## src/rtl/text_console_writer_unit_defines.svh

```systemverilog
// Assertion macros for the text console RTL.
`ifndef TEXT_CONSOLE_WRITER_UNIT_DEFINES_SVH
`define TEXT_CONSOLE_WRITER_UNIT_DEFINES_SVH
`ifndef NO_ASSERTIONS
`define TCW_ASSERT_IMPL(lbl, clk_s, rst_n, ante, cons) \
	lbl: assert property (@(posedge clk_s) disable iff (!rst_n) (ante) |-> (cons)) \
		else $error("text console check failed");
`define TCW_ASSERT_NEXT(lbl, clk_s, rst_n, ante, cons) \
	lbl: assert property (@(posedge clk_s) disable iff (!rst_n) (ante) |=> (cons)) \
		else $error("text console check failed");
`else
`define TCW_ASSERT_IMPL(lbl, clk_s, rst_n, ante, cons)
`define TCW_ASSERT_NEXT(lbl, clk_s, rst_n, ante, cons)
`endif
`endif

```

## src/rtl/tcw_pkg.sv

```systemverilog
package tcw_pkg;

	typedef enum logic [1:0] {
		CMD_PUT   = 2'd0,
		CMD_END   = 2'd1,
		CMD_CLEAR = 2'd2,
		CMD_READ  = 2'd3
	} cmd_t;

	typedef enum logic [1:0] {
		ST_IDLE,
		ST_READ,
		ST_SWEEP
	} state_t;

	// Request to walk the whole cell memory: scroll up one row or fill.
	typedef struct packed {
		logic       go;
		logic       scroll;
		logic [7:0] attr;
	} sweep_req_t;

	localparam logic [7:0] ESC_BYTE   = 8'hFF;
	localparam logic [7:0] NL_BYTE    = 8'h0A;
	localparam logic [7:0] BLANK_CHAR = 8'h20;
	localparam logic [7:0] RESET_ATTR = 8'h07;

endpackage

```

## src/rtl/tcw_sweep.sv

```systemverilog
module tcw_sweep #(
	parameter int CELLS   = 2000,
	parameter int COLUMNS = 80,
	parameter int AW      = 11
) (
	input  logic               clk,
	input  logic               arst_n,
	input  tcw_pkg::sweep_req_t req,
	input  logic [15:0]        rdata,
	output logic [AW-1:0]      raddr,
	output logic               we,
	output logic [AW-1:0]      waddr,
	output logic [15:0]        wdata,
	output logic               done
);

	localparam logic [AW-1:0] LAST_CELL  = AW'(CELLS - 1);
	localparam logic [AW-1:0] COPY_LIMIT = AW'(CELLS - COLUMNS);

	logic          active_q;
	logic          scroll_q;
	logic [7:0]    attr_q;
	logic [AW-1:0] cnt_q;
	logic          v_s1;
	logic          copy_s1;
	logic          last_s1;
	logic [AW-1:0] addr_s1;

	// Reset starts a fill pass with the default attribute.
	always_ff @(posedge clk or negedge arst_n) begin
		if (!arst_n) begin
			active_q <= 1'b1;
			scroll_q <= 1'b0;
			attr_q   <= tcw_pkg::RESET_ATTR;
			cnt_q    <= '0;
			v_s1     <= 1'b0;
		end else begin
			v_s1 <= active_q;
			if (req.go) begin
				active_q <= 1'b1;
				scroll_q <= req.scroll;
				attr_q   <= req.attr;
				cnt_q    <= '0;
			end else if (active_q) begin
				cnt_q <= cnt_q + AW'(1);
				if (cnt_q == LAST_CELL) begin
					active_q <= 1'b0;
				end
			end
		end
	end

	// The source cell one row down is read while the write waits one stage for its data.
	always_ff @(posedge clk) begin
		addr_s1 <= cnt_q;
		copy_s1 <= scroll_q && (cnt_q < COPY_LIMIT);
		last_s1 <= cnt_q == LAST_CELL;
	end

	assign raddr = cnt_q + AW'(COLUMNS);
	assign we    = v_s1;
	assign waddr = addr_s1;
	assign wdata = copy_s1 ? rdata : {attr_q, tcw_pkg::BLANK_CHAR};
	assign done  = v_s1 && last_s1;

endmodule

```

## config.mk

```make
export PLATFORM = sky130hd
export DESIGN_NAME = tcw_sweep
export DESIGN_NICKNAME = d
export VERILOG_FILES = /design/src/rtl/text_console_writer_unit_defines.svh /design/src/rtl/tcw_pkg.sv /design/src/rtl/tcw_sweep.sv
export SDC_FILE = /design/constraint.sdc
export NUM_CORES = 1
export LEC_CHECK = 0
export ABC_AREA = 1
export BUFFER_PORTS_ARGS = -buffer_cell sky130_fd_sc_hd__buf_4
export CAP_MARGIN = 20
export CORE_ASPECT_RATIO = 0.7
export CORE_MARGIN = 2
export CORE_UTILIZATION = 30
export CTS_BUF_LIST = sky130_fd_sc_hd__clkbuf_4 sky130_fd_sc_hd__clkbuf_8
export CTS_CLUSTER_DIAMETER = 150
export DETAILED_ROUTE_END_ITERATION = 6
export PLACE_DENSITY_LB_ADDON = 0.05
export SYNTH_ARGS = -nofsm -noshare
export SYNTH_HDL_FRONTEND = slang
export SYNTH_SLANG_ARGS = --single-unit
```

## constraint.sdc

```tcl
create_clock -name clk -period 1.5 [get_ports clk]
set_clock_uncertainty 0.05 [all_clocks]
set_input_delay 0.15 -clock clk [delete_from_list [all_inputs] [get_ports clk]]
set_output_delay 0.15 -clock clk [all_outputs]
set_load 0.03 [all_outputs]
```

==> flow_metrics.py, run 1 <==
metrics = {
    "status": {
        "status": "finished with violations",
        "violations": "setup timing",
    },
    "setup_path": {
        "r2r-end": "cnt_q[8]$_DFFE_PN0P_",
        "r2r-start": "cnt_q[5]$_DFFE_PN0P_",
        "start_kind": "flip-flop",
        "cpMostUsedCell": "nand2_4",
        "crit_chain": "ha_2 > inv_2 > nand2_4 > nand2_4 > nor2_4 > xor2_2 > buf_6",
        "path_delay_family": "flip-flops",
        "crit_fanout": 2,
        "crit_slowest_cell": "dfrtp_1",
        "crit_cells": 7,
        "worstSetupPathType": "reg -> out",
        "reg2reg_depth": 7,
        "r2r_slack_ns": 0.10,
        "path_buf_inv": 2,
        "cp-end-kind": "primary output",
        "cp.arrival_ns": 1.47,
        "crit_path_max_incr_delay_ns": 0.39,
        "cp.required_ns": 1.30,
    },
    "run": {
        "drv_cap": 0,
    },
    "finish": {
        "most-common-layout-cells": "buf_4 (74), nand2_1 (45), inv_1 (35)",
        "diodes": 0,
        "drive_gt1_share_pct": 40.74,
        "fin_util_pct": 48.10,
        "final_common_cell": "buf_4",
        "nets": 300,
        "area_growth_pct": 50.52,
    },
    "hold_path": {
        "hold_start": "req[3]",
        "min_path_cells": 3,
        "min_to": "attr_q[3]$_DFFE_PN0P_",
        "hp-class": "in -> reg",
    },
    "global_routing": {
        "use_met3_pct": 4.884,
        "met2_usage_pct": 21.08,
        "antenna_found_initial": 0,
        "grt_use_total_pct": 13.75,
        "overflow": 0,
        "grt_pass1_vias": 1352,
        "top_usage_layer": "met2",
        "grt_pass1_wl_um": 6272,
        "grt_start_max_net_pins": 25,
        "grt_use_met1_pct": 18.33,
    },
    "timing": {
        "setup_slack_ns": -0.1691,
        "period_minus_slack_ns": 1.669,
        "setup_viol": 6,
        "fmaxAchievable_mhz": 599.1,
        "slew_violations": 0,
        "rsz0062_at_grt": "yes",
        "hold_viol_final": 0,
        "slew_headroom_pct": 76.65,
        "tightestPinTransition_ns": 0.3499,
        "fin_crit_sh_pct": 111.3,
        "tns_ns": -0.5487,
        "hold_slack_ns": 0.01817,
    },
    "detailed_routing": {
        "drt_wl_total_um": 3656,
        "drtPass1Iterations": 3,
        "via_count": 1380,
        "drtIter0Drc": 46,
        "postRouteAntennaNets": 0,
        "avgRoutedWirePerCell_um": 10.78,
        "drc": 0,
        "viasPerCell": 4.071,
    },
    "yosys": {
        "syn_area_per_cell_um2": 8.178,
        "yosysWarningCount": 0,
        "syn-cell-area_mm2": 0.001570,
        "ys_types": 24,
        "synth_seq_area_share_pct": 51.95,
        "ys_ff_latch": 35,
        "postSynthCellCount": 192,
        "syn-num-nets": 223,
    },
    "floorplanning": {
        "core_area_mm2": 0.004913,
        "start_util_pct": 31.96,
        "dieArea_mm2": 0.005838,
        "die_x_um": 90.47,
        "fp-row-count": 21,
        "dieHeight_um": 64.53,
        "io_pins": 68,
    },
    "clock_tree": {
        "clk_pin_slew_worst_paths_ns": 0.07,
        "cts_root_buf": "clkbuf_8",
        "cts.sinks": 35,
        "cts_max_path_buffers": 2,
        "clk_latency_ns": 0.28,
        "h-tree-depth": 2,
        "cts_buffers": 5,
        "cts_tree": "yes",
    },
    "power_and_ir_drop": {
        "ir_drop_uv": 295.1,
        "power.density_mw_per_mm2": 886.9,
        "p_leak_nw": 1.263,
    },
    "place": {
        "port_buffers": 67,
        "hpwlAfterDp_um": 2676,
        "place_congestion": 0.7973,
    },
}
-- power by group --
part | leakage (nW) | switching, mW | total (mW) | internal [mW]
combinational | 0.831 | 0.226 | 0.381 | 0.155
clock | 0.0517 | 0.334 | 0.723 | 0.389
sequential | 0.380 | 0.0122 | 0.993 | 0.980
-- cells in the mapped netlist --
master	count	area, µm²
nor2_1	8	30.03
a31oi_1	1	6.260
o21ai_0	22	110.1
nor2_4	2	22.52
o21ai_1	2	10.01
dfstp_2	4	105.1
clkbuf_1	3	11.26
o21ai_2	1	8.760
xor2_1	3	26.28
dfrtp_1	18	450.4
inv_1	37	138.9
nand3_2	2	20.02
xnor2_1	2	17.52
dfxtp_1	13	260.3
nand2_1	47	176.4
buf_2	2	10.01
nor2_2	2	12.51
a21oi_1	6	30.03
nand2_2	2	12.51
buf_4	5	37.54
ha_1	3	37.54
nand3_1	4	20.02
nand4_1	1	6.260
nor3_1	2	10.01
-- repair_timing --
item                       CTS  global route
hold buffers                 1             0
setup endpoints to repair    5            10
buffers inserted             2             0
resized for setup           14             3
cloned                       0             0
hold endpoints to repair    22             0
pin swaps                    5             4
-- logic make-up (layout without fill, tap and decap cells) --
kind of cell / count (synthesis) / in the layout / synth area share (%)
DFF: 35 / 35 / 51.95
buffers and inverters: 47 / 125 / 12.59
AOI/OAI and AO/OA: 32 / 32 / 10.52
adders and majority gates: 3 / 3 / 2.391
and+or+nand+nor: 70 / 70 / 19.76
xor gates and xnor gates: 5 / 5 / 2.789
-- cell type report --
type,count,area [µm²]
fillers,491,2550
flip-flops and latches,35,815.8
repair buffers,80,621.8
multi-input cells,110,605.6
inverters,37,138.9
clock buffers,7,90.09
well taps,69,86.33
clock inverters,1,5.005
-- sequential cells by signal, indices dropped and copies added, names as in the netlist --
register	count
copy_s1	1
attr_q	8
active_q	1
last_s1	1
cnt_q	11
waddr	11
scroll_q	1
we	1
-- worst reg2reg max path, delay by kind of cell, from the launching register on --
family / cells / cell delay, ns
simple gates: 5 / 0.53
flops: 1 / 0.39
fa+ha+maj: 1 / 0.22
buf+inv: 1 / 0.11
-- per-layer routing --
metal,wire length [µm],share of wire (%)
met1,1803,49
met2,1616,44
met3,209,5.7
met4,26,0.71
met5,0,0
-- worst max-delay path by stage --
stage | start | endpoint | slack [ns]
final | cnt_q[5]$_DFFE_PN0P_ | raddr[10] | -0.17
after global routing | cnt_q[5]$_DFFE_PN0P_ | raddr[10] | -0.26
after CTS | cnt_q[5]$_DFFE_PN0P_ | raddr[10] | -0.16
after detailed placement | cnt_q[4]$_DFFE_PN0P_ | raddr[10] | 0.05
after global placement | cnt_q[4]$_DFFE_PN0P_ | raddr[10] | 0.06
after floorplan | cnt_q[5]$_DFFE_PN0P_ | raddr[8] | -0.06
-- per-stage QoR --
| step | area, µm² | power, mW | instances | setup WS [ns] |
|---|---|---|---|---|
| after floorplan | 1585 | 1.225 | 192 | -0.05957 |
| after global placement | 2191 | 1.393 | 328 | 0.06464 |
| after global routing | 2364 | 2.227 | 339 | -0.2574 |
| final | 2364 | 2.096 | 339 | -0.1691 |
| after CTS | 2355 | 2.128 | 339 | -0.1621 |
| after detailed placement | 2191 | 1.394 | 328 | 0.04773 |
Power figures use the tool's default switching activity.
==> run 2: changes to the inputs <==
--- a/config.mk
+++ b/config.mk
@@ -15,6 +15,7 @@
 export CTS_CLUSTER_DIAMETER = 150
 export DETAILED_ROUTE_END_ITERATION = 6
 export PLACE_DENSITY_LB_ADDON = 0.05
+export SKIP_LAST_GASP = 1
 export SYNTH_ARGS = -nofsm -noshare
 export SYNTH_HDL_FRONTEND = slang
 export SYNTH_SLANG_ARGS = --single-unit
==> flow_metrics.py, run 2 (synthesis results as in run 1) <==
metrics = {
    "status": {
        "status": "finished with violations",
        "violations": "setup timing",
    },
    "setup_path": {
        "cp-end-kind": "primary output",
        "crit_chain": "ha_2 > inv_2 > nand2_4 > nand2_4 > nor2_4 > xor2_2 > buf_6",
        "start_kind": "flip-flop",
        "crit_fanout": 2,
        "crit_slowest_cell": "dfrtp_1",
        "crit_path_max_incr_delay_ns": 0.39,
        "cp.arrival_ns": 1.46,
        "reg2reg_depth": 7,
        "worstSetupPathType": "reg -> out",
        "cpMostUsedCell": "nand2_4",
        "cp.required_ns": 1.30,
    },
    "timing": {
        "slew_headroom_pct": 76.86,
        "slew_violations": 0,
        "setup_slack_ns": -0.1560,
        "setup_viol": 6,
        "rsz0062_at_grt": "yes",
        "fin_crit_sh_pct": 110.4,
        "tightestPinTransition_ns": 0.3467,
        "period_minus_slack_ns": 1.656,
        "hold_viol_final": 0,
        "hold_slack_ns": 0.01675,
        "fmaxAchievable_mhz": 603.8,
    },
    "place": {
        "hpwlAfterDp_um": 2676,
        "place_congestion": 0.7973,
        "port_buffers": 67,
        "place_area_mm2": 0.002191,
    },
    "run": {
        "drv_cap": 0,
    },
    "global_routing": {
        "overflow": 0,
        "grt_start_max_net_pins": 25,
        "grt_use_total_pct": 13.65,
        "grt_pass1_vias": 1342,
        "grt_pass1_wl_um": 6223,
        "antenna_found_initial": 0,
    },
    "power_and_ir_drop": {
        "power.density_mw_per_mm2": 888.5,
        "p_leak_nw": 1.263,
        "ir_drop_uv": 294.9,
        "p_total_mw": 2.100,
    },
    "clock_tree": {
        "cts.sinks": 35,
        "clk_latency_ns": 0.28,
        "cts_root_buf": "clkbuf_8",
        "clk_pin_slew_worst_paths_ns": 0.07,
        "h-tree-depth": 2,
        "cts_tree": "yes",
        "cts_buffers": 5,
        "cts_max_path_buffers": 2,
    },
    "finish": {
        "final_common_cell": "buf_4",
        "fin_util_pct": 48.10,
        "most-common-layout-cells": "buf_4 (74), nand2_1 (45), inv_1 (35)",
        "fillers": 488,
        "diodes": 0,
        "drive_gt1_share_pct": 40.74,
        "nets": 300,
        "final_area_mm2": 0.002364,
        "area_growth_pct": 50.52,
    },
    "detailed_routing": {
        "drc": 0,
        "postRouteAntennaNets": 0,
        "dr_wl_met3_um": 210,
        "drtIter0Drc": 45,
        "drt_wl_total_um": 3589,
        "routed-wl-met2_um": 1552,
        "met1_length_um": 1799,
        "avgRoutedWirePerCell_um": 10.59,
        "viasPerCell": 4.068,
        "via_count": 1379,
        "top_layer": "met4",
        "drtPass1Iterations": 3,
    },
    "hold_path": {
        "hp-class": "in -> reg",
        "min_path_cells": 3,
    },
    "floorplanning": {
        "dieHeight_um": 64.53,
        "io_pins": 68,
        "core_area_mm2": 0.004913,
        "fp-row-count": 21,
        "start_util_pct": 31.96,
        "die_x_um": 90.47,
        "dieArea_mm2": 0.005838,
    },
}
[run 2: layer usage]
layer | vias up | global-route usage (%)
li1 | 730 | -
met1 | 608 | 18.18
met2 | 39 | 20.90
met3 | 2 | 4.884
met4 | 0 | 4.038
met5 | - | 0
[run 2: final cells by class]
type	instances	area, µm²	area share, %
Sequential cell	35	815.8	34.52
Timing Repair Buffer	80	621.8	26.31
Multi-Input combinational cell	110	605.6	25.62
Inverter	37	138.9	5.876
Clock buffer	7	90.09	3.812
Tap cell	69	86.33	3.653
Clock inverter	1	5.005	0.2118
[run 2: final timing paths]
check / startpoint / endpoint / slack, ns
max in group asynchronous: arst_n / active_q$_DFF_PN1_ / 0.87
hold / removal: req[3] / attr_q[3]$_DFFE_PN0P_ / 0.02
min in group asynchronous: arst_n / cnt_q[9]$_DFFE_PN0P_ / 0.24
setup / recovery: cnt_q[5]$_DFFE_PN0P_ / raddr[10] / -0.16
setup reg to reg: cnt_q[5]$_DFFE_PN0P_ / cnt_q[8]$_DFFE_PN0P_ / 0.15
hold reg to reg: cnt_q[8]$_DFFE_PN0P_ / waddr[8]$_DFF_P_ / 0.38
[run 2: critical path: cells and delay by family, from the launching register on]
| family | cells | cell delay, ns |
|---|---|---|
| fa+ha+maj | 1 | 0.21 |
| simple gates | 3 | 0.23 |
| buf+inv | 2 | 0.20 |
| flops | 1 | 0.39 |
| xor+xnor | 1 | 0.15 |
[run 2: per-stage QoR]
step,worst slack (ns),instances,TNS (ns)
2_1_floorplan,-0.05957,192,-0.1113
3_3_place_gp,0.06464,328,0
3_5_place_dp,0.04773,328,0
4_1_cts,-0.1621,339,-0.4864
5_1_grt,-0.2574,339,-0.9996
6_report,-0.1560,339,-0.5182
[run 2: timing repair]
action,4_1_cts,5_1_grt
buffers inserted,2,0
hold buffers,1,0
gates resized for setup,13,4
endpoints found under the hold margin,22,0
pin swaps,5,4
setup endpoints to repair,5,10
gates cloned,0,0
[run 2: power breakdown]
group / switching, mW / internal [mW]
sequential: 0.0123 / 0.980
clock: 0.338 / 0.389
combinational: 0.226 / 0.155
==> run 3: changes to the inputs <==
--- a/config.mk
+++ b/config.mk
@@ -11,7 +11,7 @@
 export CORE_ASPECT_RATIO = 0.7
 export CORE_MARGIN = 2
 export CORE_UTILIZATION = 30
-export CTS_BUF_LIST = sky130_fd_sc_hd__clkbuf_4 sky130_fd_sc_hd__clkbuf_8
+export CTS_BUF_LIST = sky130_fd_sc_hd__clkbuf_8
 export CTS_CLUSTER_DIAMETER = 150
 export DETAILED_ROUTE_END_ITERATION = 6
 export PLACE_DENSITY_LB_ADDON = 0.05
==> flow_metrics.py, run 3 (synthesis results as in run 1) <==
metrics = {
    "run": {
        "drv_cap": 0,
    },
    "clock_tree": {
        "h-tree-depth": 2,
        "cts_root_buf": "clkbuf_8",
        "clk_pin_slew_worst_paths_ns": 0.07,
        "cts_tree": "yes",
        "clk_latency_ns": 0.28,
        "cts_buffers": 5,
        "cts.sinks": 35,
        "cts_max_path_buffers": 2,
    },
    "global_routing": {
        "grt_use_total_pct": 13.65,
        "overflow": 0,
        "grt_pass1_vias": 1342,
        "antenna_found_initial": 0,
        "grt_start_max_net_pins": 25,
        "grt_pass1_wl_um": 6223,
    },
    "timing": {
        "slew_violations": 0,
        "setup_viol": 6,
        "slew_headroom_pct": 76.87,
        "tightestPinTransition_ns": 0.3466,
        "fin_crit_sh_pct": 110.4,
        "setup_slack_ns": -0.1562,
        "fmaxAchievable_mhz": 603.8,
        "hold_slack_ns": 0.01647,
        "hold_viol_final": 0,
        "rsz0062_at_grt": "yes",
        "period_minus_slack_ns": 1.656,
    },
    "setup_path": {
        "r2r-start": "cnt_q[5]$_DFFE_PN0P_",
        "cp-end-kind": "primary output",
        "cp.required_ns": 1.30,
        "crit_fanout": 2,
        "cp-startpoint": "cnt_q[5]$_DFFE_PN0P_",
        "worstSetupPathType": "reg -> out",
        "start_kind": "flip-flop",
        "cp.arrival_ns": 1.46,
    },
    "power_and_ir_drop": {
        "sw_frac_of_total_pct": 27.79,
        "power.density_mw_per_mm2": 879.5,
        "power_frac_seq_pct": 47.8,
        "ir_drop_uv": 294.5,
        "p_leak_nw": 1.264,
        "clock_power_share_pct": 33.8,
        "combPwrFrac_pct": 18.3,
        "switching_power_uw": 576.6,
        "internal_power_mw": 1.499,
    },
    "floorplanning": {
        "dieArea_mm2": 0.005838,
        "core_area_mm2": 0.004913,
        "start_util_pct": 31.96,
        "io_pins": 68,
        "die_x_um": 90.47,
        "dieHeight_um": 64.53,
        "fp-row-count": 21,
    },
    "detailed_routing": {
        "viasPerCell": 4.077,
        "postRouteAntennaNets": 0,
        "drtIter0Drc": 46,
        "avgRoutedWirePerCell_um": 10.58,
        "drt_wl_total_um": 3588,
        "drc": 0,
        "via_count": 1382,
        "drtPass1Iterations": 3,
    },
    "place": {
        "placedCellCount": 328,
        "place_congestion": 0.7973,
        "hpwlAfterDp_um": 2676,
        "port_buffers": 67,
    },
    "finish": {
        "diodes": 0,
        "nets": 300,
        "layoutNonFillerInstCount": 339,
        "register_area_um2": 815.8,
        "fillers": 490,
        "drive_gt1_share_pct": 40.37,
        "most-common-layout-cells": "buf_4 (74), nand2_1 (45), inv_1 (36)",
        "multi_input_area_um2": 605.6,
        "final_common_cell": "buf_4",
        "area_growth_pct": 50.28,
    },
    "status": {
        "status": "finished with violations",
        "violations": "setup timing",
    },
    "hold_path": {
        "hp-class": "in -> reg",
        "hold_start": "req[3]",
    },
}
[run 3: metal layers]
layer | track usage (%) | up-vias | routed length, µm
met5 | 0 | - | 0
met2 | 20.90 | 39 | 1552
met4 | 4.038 | 0 | 26
li1 | - | 730 | -
met1 | 18.18 | 611 | 1799
met3 | 4.884 | 2 | 210
[run 3: critical path, stage by stage, from the launching register on]
cell,delay (ns)
dfrtp_1,0.39
ha_2,0.21
inv_2,0.05
nand2_4,0.07
nand2_4,0.06
nor2_4,0.10
xor2_2,0.15
buf_6,0.15
[run 3: worst paths after layout]
check / to / slack [ns] / depth (start not counted)
worst max-delay path: raddr[10] / -0.16 / 7
worst min-delay path: attr_q[3]$_DFFE_PN0P_ / 0.02 / 3
worst max register to register: cnt_q[8]$_DFFE_PN0P_ / 0.15 / 7
worst min register to register: waddr[8]$_DFF_P_ / 0.38 / 0
max in group asynchronous: active_q$_DFF_PN1_ / 0.87 / 2
min in group asynchronous: cnt_q[9]$_DFFE_PN0P_ / 0.24 / 2
[run 3: through the flow]
step	area (µm²)	setup TNS, ns	setup WS [ns]	util (%)	power [mW]
after floorplan	1585	-0.1113	-0.05957	-	1.225
after global placement	2191	0	0.06464	44.59	1.393
after detailed placement	2191	0	0.04773	44.59	1.394
after CTS	2347	-0.4864	-0.1621	47.77	2.105
after global routing	2360	-0.9996	-0.2574	48.03	2.200
final	2360	-0.5188	-0.1562	48.03	2.075
[run 3: power by group through the flow]
stage          logic (mW)  registers [mW]  clock network, mW
2_1_floorplan       0.197            1.03                  0
3_3_place_gp        0.382            1.01                  0
3_5_place_dp        0.382            1.01                  0
4_1_cts             0.385           0.993              0.727
5_1_grt             0.420           0.996              0.783
6_report            0.380           0.993              0.702
[run 3: timing repair]
item | 4_1_cts | 5_1_grt
endpoints found under the hold margin | 22 | 0
endpoints found under the setup margin | 5 | 10
setup buffers | 2 | 0
pin swaps | 5 | 4
gates resized for setup | 13 | 4
hold buffers | 1 | 0
[run 3: cell type report]
cell class / count / area share, %
Sequential cell: 35 / 34.57
Timing Repair Buffer: 80 / 26.35
Multi-Input combinational cell: 110 / 25.66
Inverter: 37 / 5.885
Tap cell: 69 / 3.659
Clock buffer: 6 / 3.499
Clock inverter: 2 / 0.3712
